## src/design/ccext_pkg.sv

```systemverilog
// Shared types and constants for the cluster centroid and extent block.
// No dependencies; every other design file imports this package.
package ccext_pkg;

   localparam int MAX_POINTS_DEF = 65536;
   localparam int COORD_BITS_DEF = 32;

   localparam int COORD_W = 32;
   localparam int SUM_BITS = 48;
   localparam int COUNT_W = 17;

   localparam logic [COORD_W-1:0] LOW_INIT = {1'b0, {(COORD_W-1){1'b1}}};
   localparam logic [COORD_W-1:0] HIGH_INIT = {1'b1, {(COORD_W-1){1'b0}}};

   // One finished cluster as handed from the accumulator to the divider side.
   typedef struct packed {
      logic [SUM_BITS-1:0] sum_x;
      logic [SUM_BITS-1:0] sum_y;
      logic [SUM_BITS-1:0] sum_z;
      logic [COORD_W-1:0] low_x;
      logic [COORD_W-1:0] high_x;
      logic [COORD_W-1:0] low_y;
      logic [COORD_W-1:0] high_y;
      logic [COORD_W-1:0] low_z;
      logic [COORD_W-1:0] high_z;
      logic dropped;
   } ccext_rec_type;

endpackage

```

## src/design/ccext_front.sv

```systemverilog
// Point accumulator: running sums, count and per-axis min/max of the open cluster.
// Depends on ccext_pkg; pushes each closed cluster into ccext_queue.
module ccext_front import ccext_pkg::*; #(
   parameter int MAX_POINTS = MAX_POINTS_DEF,
   parameter int COORD_BITS = COORD_BITS_DEF,
   localparam int CNT_BITS = $clog2(MAX_POINTS + 1)
) (
   input  logic                clock,
   input  logic                reset,
   input  logic                req_valid,
   output logic                req_ready,
   input  logic [COORD_W-1:0]  req_point_x,
   input  logic [COORD_W-1:0]  req_point_y,
   input  logic [COORD_W-1:0]  req_point_z,
   input  logic                req_last_point,
   output logic                q_push,
   input  logic                q_ready,
   output ccext_rec_type       q_rec,
   output logic [CNT_BITS-1:0] q_count
);

   localparam int CW = (COORD_BITS < COORD_W) ? COORD_BITS : COORD_W;

   logic [SUM_BITS-1:0] sum_x_ff, sum_y_ff, sum_z_ff;
   logic [SUM_BITS-1:0] sum_x_in, sum_y_in, sum_z_in;
   logic signed [COORD_W-1:0] low_x_ff, high_x_ff, low_y_ff, high_y_ff, low_z_ff, high_z_ff;
   logic signed [COORD_W-1:0] low_x_in, high_x_in, low_y_in, high_y_in, low_z_in, high_z_in;
   logic [CNT_BITS-1:0] count_ff, count_in;
   logic dropped_ff, dropped_in;
   logic signed [COORD_W-1:0] cx, cy, cz;
   logic full, take, close;

   assign cx = COORD_W'($signed(req_point_x[CW-1:0]));
   assign cy = COORD_W'($signed(req_point_y[CW-1:0]));
   assign cz = COORD_W'($signed(req_point_z[CW-1:0]));

   // A last point needs queue room; any other point is always taken.
   assign req_ready = q_ready | ~req_last_point;
   assign take = req_valid & req_ready;
   assign close = take & req_last_point;
   assign full = (count_ff == CNT_BITS'(MAX_POINTS));

   always_comb begin
      sum_x_in = sum_x_ff;
      sum_y_in = sum_y_ff;
      sum_z_in = sum_z_ff;
      low_x_in = low_x_ff;
      high_x_in = high_x_ff;
      low_y_in = low_y_ff;
      high_y_in = high_y_ff;
      low_z_in = low_z_ff;
      high_z_in = high_z_ff;
      count_in = count_ff;
      dropped_in = dropped_ff;
      if (full) begin
         dropped_in = 1'b1;
      end else begin
         sum_x_in = sum_x_ff + SUM_BITS'(cx);
         sum_y_in = sum_y_ff + SUM_BITS'(cy);
         sum_z_in = sum_z_ff + SUM_BITS'(cz);
         if (cx < low_x_ff) low_x_in = cx;
         if (cx > high_x_ff) high_x_in = cx;
         if (cy < low_y_ff) low_y_in = cy;
         if (cy > high_y_ff) high_y_in = cy;
         if (cz < low_z_ff) low_z_in = cz;
         if (cz > high_z_ff) high_z_in = cz;
         count_in = count_ff + 1'b1;
      end
   end

   assign q_push = close;
   assign q_count = count_in;
   assign q_rec = '{sum_x: sum_x_in, sum_y: sum_y_in, sum_z: sum_z_in,
                    low_x: low_x_in, high_x: high_x_in,
                    low_y: low_y_in, high_y: high_y_in,
                    low_z: low_z_in, high_z: high_z_in,
                    dropped: dropped_in};

   always_ff @(posedge clock) begin
      if (reset || close) begin
         sum_x_ff <= '0;
         sum_y_ff <= '0;
         sum_z_ff <= '0;
         low_x_ff <= LOW_INIT;
         high_x_ff <= HIGH_INIT;
         low_y_ff <= LOW_INIT;
         high_y_ff <= HIGH_INIT;
         low_z_ff <= LOW_INIT;
         high_z_ff <= HIGH_INIT;
         count_ff <= '0;
         dropped_ff <= 1'b0;
      end else if (take) begin
         sum_x_ff <= sum_x_in;
         sum_y_ff <= sum_y_in;
         sum_z_ff <= sum_z_in;
         low_x_ff <= low_x_in;
         high_x_ff <= high_x_in;
         low_y_ff <= low_y_in;
         high_y_ff <= high_y_in;
         low_z_ff <= low_z_in;
         high_z_ff <= high_z_in;
         count_ff <= count_in;
         dropped_ff <= dropped_in;
      end
   end

   a_clear_after_close: assert property (@(posedge clock) disable iff (reset)
      close |=> (count_ff == '0) && !dropped_ff)
      else $error("cluster state not cleared after last point");

   a_count_bounded: assert property (@(posedge clock) disable iff (reset)
      count_ff <= CNT_BITS'(MAX_POINTS))
      else $error("point count beyond limit");

endmodule

```

## src/design/ccext_queue.sv

```systemverilog
// Two-entry queue of closed clusters between accumulator and divider.
// Depends on ccext_pkg only through the import convention.
module ccext_queue import ccext_pkg::*; #(
   parameter int DATA_BITS = 8
) (
   input  logic                 clock,
   input  logic                 reset,
   input  logic                 push,
   output logic                 push_ready,
   input  logic [DATA_BITS-1:0] push_data,
   input  logic                 pop,
   output logic                 pop_valid,
   output logic [DATA_BITS-1:0] pop_data
);

   logic [DATA_BITS-1:0] mem_ff [2];
   logic wr_ptr_ff, rd_ptr_ff;
   logic [1:0] fill_ff, fill_in;

   assign push_ready = (fill_ff != 2'd2);
   assign pop_valid = (fill_ff != 2'd0);
   assign pop_data = mem_ff[rd_ptr_ff];

   always_comb begin
      fill_in = fill_ff;
      if (push && !pop) fill_in = fill_ff + 2'd1;
      if (pop && !push) fill_in = fill_ff - 2'd1;
   end

   always_ff @(posedge clock) begin
      if (push) mem_ff[wr_ptr_ff] <= push_data;
   end

   always_ff @(posedge clock) begin
      if (reset) begin
         wr_ptr_ff <= 1'b0;
         rd_ptr_ff <= 1'b0;
         fill_ff <= 2'd0;
      end else begin
         if (push) wr_ptr_ff <= ~wr_ptr_ff;
         if (pop) rd_ptr_ff <= ~rd_ptr_ff;
         fill_ff <= fill_in;
      end
   end

   a_no_overrun: assert property (@(posedge clock) disable iff (reset)
      (push && !pop) |-> push_ready)
      else $error("push into full cluster queue");

endmodule

```

## src/design/ccext_back.sv

```systemverilog
// Result engine: per-axis restoring dividers for the means, spans, output register.
// Depends on ccext_pkg; pops closed clusters from ccext_queue.
module ccext_back import ccext_pkg::*; #(
   parameter int MAX_POINTS = MAX_POINTS_DEF,
   localparam int CNT_BITS = $clog2(MAX_POINTS + 1)
) (
   input  logic                clock,
   input  logic                reset,
   input  logic                q_valid,
   output logic                q_pop,
   input  ccext_rec_type       q_rec,
   input  logic [CNT_BITS-1:0] q_count,
   output logic                rsp_valid,
   input  logic                rsp_ready,
   output logic [COORD_W-1:0]  rsp_mean_x,
   output logic [COORD_W-1:0]  rsp_mean_y,
   output logic [COORD_W-1:0]  rsp_mean_z,
   output logic [COORD_W-1:0]  rsp_extent_width,
   output logic [COORD_W-1:0]  rsp_extent_height,
   output logic [COUNT_W-1:0]  rsp_point_count,
   output logic                rsp_overflow
);

   localparam int STEP_BITS = $clog2(SUM_BITS);

   typedef enum logic [2:0] {
      S_IDLE = 3'b001,
      S_DIV  = 3'b010,
      S_DONE = 3'b100
   } ccext_state_type;

   ccext_state_type state_ff, state_in;
   logic [STEP_BITS-1:0] step_ff;
   logic [SUM_BITS-1:0] dq_ff [3];
   logic [SUM_BITS-1:0] dq_in [3];
   logic [CNT_BITS-1:0] rem_ff [3];
   logic [CNT_BITS-1:0] rem_in [3];
   logic [SUM_BITS-1:0] mag [3];
   logic [SUM_BITS-1:0] sums [3];
   logic [CNT_BITS:0] trial [3];
   logic [CNT_BITS:0] diff [3];
   logic [COORD_W-1:0] mean [3];
   logic [2:0] neg_ff;
   logic [CNT_BITS-1:0] div_ff;
   logic [COORD_W-1:0] span_x_ff, span_y_ff, span_z_ff;
   logic dropped_ff;
   logic rsp_valid_ff;
   logic [COORD_W-1:0] mean_x_ff, mean_y_ff, mean_z_ff, width_ff, height_ff;
   logic [COUNT_W-1:0] count_ff;
   logic overflow_ff;
   logic load_out;

   assign q_pop = (state_ff == S_IDLE) && q_valid;
   assign load_out = (state_ff == S_DONE) && (!rsp_valid_ff || rsp_ready);

   assign sums[0] = q_rec.sum_x;
   assign sums[1] = q_rec.sum_y;
   assign sums[2] = q_rec.sum_z;

   // Divide magnitudes, one quotient bit per cycle on every axis.
   always_comb begin
      for (int a = 0; a < 3; a++) begin
         mag[a] = sums[a][SUM_BITS-1] ? (~sums[a] + 1'b1) : sums[a];
         trial[a] = {rem_ff[a], dq_ff[a][SUM_BITS-1]};
         diff[a] = trial[a] - {1'b0, div_ff};
         if (!diff[a][CNT_BITS]) begin
            rem_in[a] = diff[a][CNT_BITS-1:0];
            dq_in[a] = {dq_ff[a][SUM_BITS-2:0], 1'b1};
         end else begin
            rem_in[a] = trial[a][CNT_BITS-1:0];
            dq_in[a] = {dq_ff[a][SUM_BITS-2:0], 1'b0};
         end
         // Restore the sign; only the low word of the quotient is kept.
         mean[a] = neg_ff[a] ? (~dq_ff[a][COORD_W-1:0] + 1'b1) : dq_ff[a][COORD_W-1:0];
      end
   end

   always_comb begin
      state_in = state_ff;
      case (state_ff)
         S_IDLE: if (q_valid) state_in = S_DIV;
         S_DIV: if (step_ff == STEP_BITS'(SUM_BITS - 1)) state_in = S_DONE;
         S_DONE: if (load_out) state_in = S_IDLE;
         default: state_in = S_IDLE;
      endcase
   end

   always_ff @(posedge clock) begin
      if (reset) begin
         state_ff <= S_IDLE;
         rsp_valid_ff <= 1'b0;
      end else begin
         state_ff <= state_in;
         if (load_out) rsp_valid_ff <= 1'b1;
         else if (rsp_ready) rsp_valid_ff <= 1'b0;
      end
   end

   always_ff @(posedge clock) begin
      if (q_pop) begin
         step_ff <= '0;
         div_ff <= q_count;
         dropped_ff <= q_rec.dropped;
         span_x_ff <= q_rec.high_x - q_rec.low_x;
         span_y_ff <= q_rec.high_y - q_rec.low_y;
         span_z_ff <= q_rec.high_z - q_rec.low_z;
         for (int a = 0; a < 3; a++) begin
            dq_ff[a] <= mag[a];
            rem_ff[a] <= '0;
            neg_ff[a] <= sums[a][SUM_BITS-1];
         end
      end else if (state_ff == S_DIV) begin
         step_ff <= step_ff + 1'b1;
         for (int a = 0; a < 3; a++) begin
            dq_ff[a] <= dq_in[a];
            rem_ff[a] <= rem_in[a];
         end
      end
   end

   always_ff @(posedge clock) begin
      if (load_out) begin
         mean_x_ff <= mean[0];
         mean_y_ff <= mean[1];
         mean_z_ff <= mean[2];
         width_ff <= (span_x_ff > span_y_ff) ? span_x_ff : span_y_ff;
         height_ff <= span_z_ff;
         count_ff <= COUNT_W'(div_ff);
         overflow_ff <= dropped_ff;
      end
   end

   assign rsp_valid = rsp_valid_ff;
   assign rsp_mean_x = mean_x_ff;
   assign rsp_mean_y = mean_y_ff;
   assign rsp_mean_z = mean_z_ff;
   assign rsp_extent_width = width_ff;
   assign rsp_extent_height = height_ff;
   assign rsp_point_count = count_ff;
   assign rsp_overflow = overflow_ff;

   a_divisor_nonzero: assert property (@(posedge clock) disable iff (reset)
      (state_ff == S_DIV) |-> (div_ff != '0))
      else $error("divide with zero point count");

   a_done_after_div: assert property (@(posedge clock) disable iff (reset)
      (state_ff == S_DONE) |-> ($past(state_ff) == S_DIV || $past(state_ff) == S_DONE))
      else $error("result finalize without divide");

   a_no_drop_result: assert property (@(posedge clock) disable iff (reset)
      (rsp_valid_ff && !rsp_ready) |=> rsp_valid_ff)
      else $error("pending result lost");

endmodule

```

## src/design/cluster_centroid_extent.sv

```systemverilog
// Cluster centroid and bounding-box extent: points in at one per cycle.
// Result path from an accepted last point: queue pop, 48-step divide, finalize.
// Throughput: one point per cycle but for the stall below; the divider finishes one cluster before it pops the next.
// A two-cluster queue absorbs bursts; a last point stalls only while that queue is full.
// Reset (synchronous, active high) clears the accumulators, queue and result valid flag; result data is not reset.
module cluster_centroid_extent import ccext_pkg::*; #(
   parameter int MAX_POINTS = MAX_POINTS_DEF,
   parameter int COORD_BITS = COORD_BITS_DEF
) (
   input  logic               clock,
   input  logic               reset,
   input  logic               req_valid,
   output logic               req_ready,
   input  logic [COORD_W-1:0] req_point_x,
   input  logic [COORD_W-1:0] req_point_y,
   input  logic [COORD_W-1:0] req_point_z,
   input  logic               req_last_point,
   output logic               rsp_valid,
   input  logic               rsp_ready,
   output logic [COORD_W-1:0] rsp_mean_x,
   output logic [COORD_W-1:0] rsp_mean_y,
   output logic [COORD_W-1:0] rsp_mean_z,
   output logic [COORD_W-1:0] rsp_extent_width,
   output logic [COORD_W-1:0] rsp_extent_height,
   output logic [COUNT_W-1:0] rsp_point_count,
   output logic               rsp_overflow
);

   localparam int CNT_BITS = $clog2(MAX_POINTS + 1);
   localparam int REC_BITS = $bits(ccext_rec_type);
   localparam int DATA_BITS = REC_BITS + CNT_BITS;

   logic q_push, q_ready, q_pop, q_valid;
   ccext_rec_type push_rec, pop_rec;
   logic [CNT_BITS-1:0] push_count, pop_count;
   logic [DATA_BITS-1:0] pop_data;

   ccext_front #(
      .MAX_POINTS(MAX_POINTS),
      .COORD_BITS(COORD_BITS)
   ) u_front (
      .clock,
      .reset,
      .req_valid,
      .req_ready,
      .req_point_x,
      .req_point_y,
      .req_point_z,
      .req_last_point,
      .q_push,
      .q_ready,
      .q_rec(push_rec),
      .q_count(push_count)
   );

   ccext_queue #(
      .DATA_BITS(DATA_BITS)
   ) u_queue (
      .clock,
      .reset,
      .push(q_push),
      .push_ready(q_ready),
      .push_data({push_count, push_rec}),
      .pop(q_pop),
      .pop_valid(q_valid),
      .pop_data
   );

   assign pop_rec = ccext_rec_type'(pop_data[REC_BITS-1:0]);
   assign pop_count = pop_data[DATA_BITS-1:REC_BITS];

   ccext_back #(
      .MAX_POINTS(MAX_POINTS)
   ) u_back (
      .clock,
      .reset,
      .q_valid,
      .q_pop,
      .q_rec(pop_rec),
      .q_count(pop_count),
      .rsp_valid,
      .rsp_ready,
      .rsp_mean_x,
      .rsp_mean_y,
      .rsp_mean_z,
      .rsp_extent_width,
      .rsp_extent_height,
      .rsp_point_count,
      .rsp_overflow
   );

endmodule

```

## config.mk

```make
export PLATFORM = sky130hd
export DESIGN_NAME = cluster_centroid_extent
export DESIGN_NICKNAME = d
export VERILOG_FILES = /design/src/design/ccext_pkg.sv /design/src/design/ccext_front.sv /design/src/design/ccext_queue.sv /design/src/design/ccext_back.sv /design/src/design/cluster_centroid_extent.sv
export SDC_FILE = /design/constraint.sdc
export NUM_CORES = 2
export LEC_CHECK = 0
export BUFFER_PORTS_ARGS = -buffer_cell sky130_fd_sc_hd__buf_2
export CAP_MARGIN = 25
export CORE_MARGIN = 2
export CORE_UTILIZATION = 50
export DETAILED_ROUTE_END_ITERATION = 12
export PLACE_DENSITY = 0.71
export SLEW_MARGIN = 10
export SYNTH_ARGS = -nofsm -noshare
export SYNTH_HDL_FRONTEND = slang
export SYNTH_HIERARCHICAL = 1
export SYNTH_SLANG_ARGS = --single-unit
```

## constraint.sdc

```tcl
create_clock -name clock -period 17.4 [get_ports clock]
set_input_delay 0 -clock clock [delete_from_list [all_inputs] [get_ports clock]]
set_output_delay 0 -clock clock [all_outputs]
set_load 0.1 [all_outputs]
```

==> results.md <==
* Outcome: finished, final reports clean
* Leakage power at 37.55 nW
* Fmax at 0.1670 GHz
* Starting Density at 0.5046
* Clk_skew at 58.66 ps
* Seq/Total Area, Yosys at 0.5065
* Worst Path Arrival at 6550 ps
* Rel. slew slack at 0.2479
* Switch share at 0.3520
* Total negative slack at 0 ps
* WL final at 216,300 microns
* Peak supply drop at 0.1306 mV
* Worst setup SP type: flip-flop
* Yosys top cell area share at 0.4202
* IO Count at 281
* Root Driver: clkbuf_16
* Synth async-reset ratio at 0
* CTS clk-pin slew, worst paths at 60 ps
* Final HPWL DP at 149,300 microns
* Design area at 95,960 sq um
* Synth Warn # at 6
* Synthesized flop and latch total at 1,567
* Drc violations at 0
* Crit share post-route at 0.3442
* Post-cts sizing count at 0
* Clock power share at 0.254
* Vias in the first global route at 58,525
* Logic pwr share at 0.364
* Syn Nets at 8,442
* Crit. End Element: flip-flop
* FILL cells at 13,980
* Post-synth EDFFs at 1,198
* Area growth syn-to-layout at 12.10%
* Pre-antenna DRT Iters at 7
* Total congestion overflow at 0
* Placed Area at 88,980 sq um
* Fin crit period at 5988 ps
* Area of the multi-input gates at 39,310 sq um
* # setup viols final at 0
* Mapped cell area at 85,610 sq um
* Net count, final at 8,710
* Hold Fails Final Rpt at 0
* GRT Total Usage at 0.2417
* First-pass GRT wire length at 334,000 microns
* Initial antenna violation count at 22
* RSZ-0062 raised after global routing: false
* Leading cell type in the layout, fill and taps excluded: edfxtp_1
* TritonCTS clock tree: built
* Chip Width at 417.8 microns
* Int Power at 0.009614 W
* Syn avg cell area at 10.95 sq um
* CTS Buffer Depth at 3
* Die height at 417.8 microns
* Worst-path maximum fanout at 50
* Power per cell area at 154.6 nW/um^2
* Row cnt at 151
* Final ANT Viol Nets at 0
* Ys flop type: edfxtp_1
* PortBufs at 280
* Slowest-stage cell, CP: dfxtp_4
* Hold slack at 69.37 ps
* Largest net degree at the start of global routing at 160
* Post-DR wirelength/cell at 20.66 microns
* Layout cells sized above 1 at 0.1510
* Worst-Margin Slew at 1128 ps
* TritonCTS Sinks at 1,567
* Cell accounting for the most synthesized area: edfxtp_1
* Final Max Slew Viols at 0
* Vias per cell at 5.844
* Iteration-0 DRC Markers at 5,593
* Die area at 174,500 sq um
* CTS Buf Count at 170
* Netlist cell types at 101
* NetSw at 0.005223 W
* Via count at 61,156
* H-tree lvl count at 4
* Critical path class: flip-flop to flip-flop
* Core area at 169,700 sq um
* Hold Crit Class: primary input to flip-flop
* GPL Wtd Cong at 0.9201
* Max-cap violations at 0
* Clk Latency, worst-skew pair at 830 ps
* Reg area at 43,370 sq um
* Worst path required time at 17,960 ps
* Synth area leaders: edfxtp_1, dfxtp_1, ha_1
* Cells after synthesis at 7,816
* Crit-path cells: buf_4 -> mux2_2 -> inv_1 -> ha_1 -> fa_1 -> nor2b_1 -> o21ai_0 -> nand2b_1 -> a2111oi_0 -> o31ai_1 -> a31oi_1 -> o31ai_1 -> o41ai_1 -> o21ai_0 -> xnor2_1
* Crit path largest cell delay at 990 ps
* Commonest cells after routing, fill and taps aside: edfxtp_1, nand2_1, nor2_1
* Seq pwr share at 0.383
-- Yosys cell counts, types with 18 or more instances --
cell,number
o31ai_1,74
o41ai_1,39
mux2_4,60
and2_1,51
clkbuf_1,229
nand3_1,99
o21a_1,42
a21oi_1,472
nor2_1,532
nand4_1,94
or3_1,45
o21ai_1,40
a21boi_0,18
nor4_1,30
o21bai_1,39
o211ai_1,56
ha_1,516
a211oi_1,41
nor3_1,143
dfxtp_1,369
or4_1,36
a21o_1,224
buf_1,33
nand2_1,723
nand2b_1,66
edfxtp_1,1198
inv_1,442
or2_2,21
and3_1,37
xnor2_1,305
mux2i_1,132
a31oi_1,91
buf_2,65
o21ai_0,467
nor2b_1,51
mux2_2,473
xor2_1,219
-- worst paths after layout --
| kind | from | end | slack (ps) | cells past startpoint |
|---|---|---|---|---|
| min | req_point_z[2] | u_front/high_z_ff[2] | 70 | 4 |
| min reg2reg | u_back/span_z_ff[12] | u_back/rsp_extent_height[12] | 410 | 0 |
| max reg2reg | flip-flop | u_back/span_x_ff[26] | 11410 | 15 |
| max | flip-flop | u_back/span_x_ff[26] | 11410 | 15 |
-- cell type report --
| class | instances | share of cell area |
|---|---|---|
| repair buffers | 440 | 0.03074 |
| well taps | 2218 | 0.02892 |
| flip-flops and latches | 1567 | 0.4519 |
| multi-input cells | 5462 | 0.4097 |
| diodes | 15 | 0.0003911 |
| clock buffers | 213 | 0.04750 |
| clock inverters | 107 | 0.01355 |
| inverters | 443 | 0.01733 |
-- registers in the layout, summed over array words and instances, names as in the netlist, 48 cells and up, named ones only --
register	flops
u_queue/mem_ff	708
u_back/dq_ff	144
u_front/sum_x_ff	48
u_back/rem_ff	51
u_front/sum_z_ff	48
u_front/sum_y_ff	48
-- per-layer routing --
layer  GRT usage  wire length (microns)  share of wire
met1      0.3591                 101200           0.47
met2      0.3655                  94810           0.44
met3     0.03678                  15180          0.070
met4     0.06878                   5074          0.023
met5           0                     27        0.00012
-- through the flow --
| stage | util | total power, W | setup slack [ps] | instances |
|---|---|---|---|---|
| after detailed placement | 0.5245 | 0.01099 | 11690 | 10025 |
| after global routing | 0.5656 | 0.01566 | 10970 | 10461 |
| after global placement | 0.5245 | 0.01083 | 11820 | 10025 |
| after floorplan | - | 0.009652 | 879.6 | 7816 |
| after CTS | 0.5651 | 0.01484 | 11560 | 10448 |
| final | 0.5656 | 0.01484 | 11410 | 10465 |
-- kinds of logic (layout without fill, tap and decap cells) --
logic type | Yosys count | after routing | synth area share
simple gates | 1989 | 1989 | 0.1075
compound gates | 1739 | 1739 | 0.1274
flops | 1567 | 1567 | 0.5065
buf+inv | 787 | 1203 | 0.03649
mux | 685 | 685 | 0.09089
fa+ha+maj | 525 | 525 | 0.07752
xor+xnor | 524 | 524 | 0.05361
other cells | 0 | 15 | 0
-- critical path, delay by kind of cell, from the launching register on --
family,cells,cell delay (ps)
fa+ha+maj,2,420
flops,1,990
buf+inv,2,690
compound gates,7,2780
simple gates,2,190
mux,1,400
xor+xnor,1,170
-- what timing repair did --
action	CTS	global route
hold buffers	103	0
hold endpoints to repair	644	0
setup buffers	0	0
-- power groups by stage --
stage,registers (W),clock network (W),logic [W]
2_1_floorplan,0.00564,0,0.00401
3_3_place_gp,0.00572,0,0.00512
3_5_place_dp,0.00574,0,0.00525
4_1_cts,0.00567,0.00384,0.00532
5_1_grt,0.00575,0.00399,0.00592
6_report,0.00568,0.00376,0.00539
No activity file was read; power rests on OpenSTA's default activity.
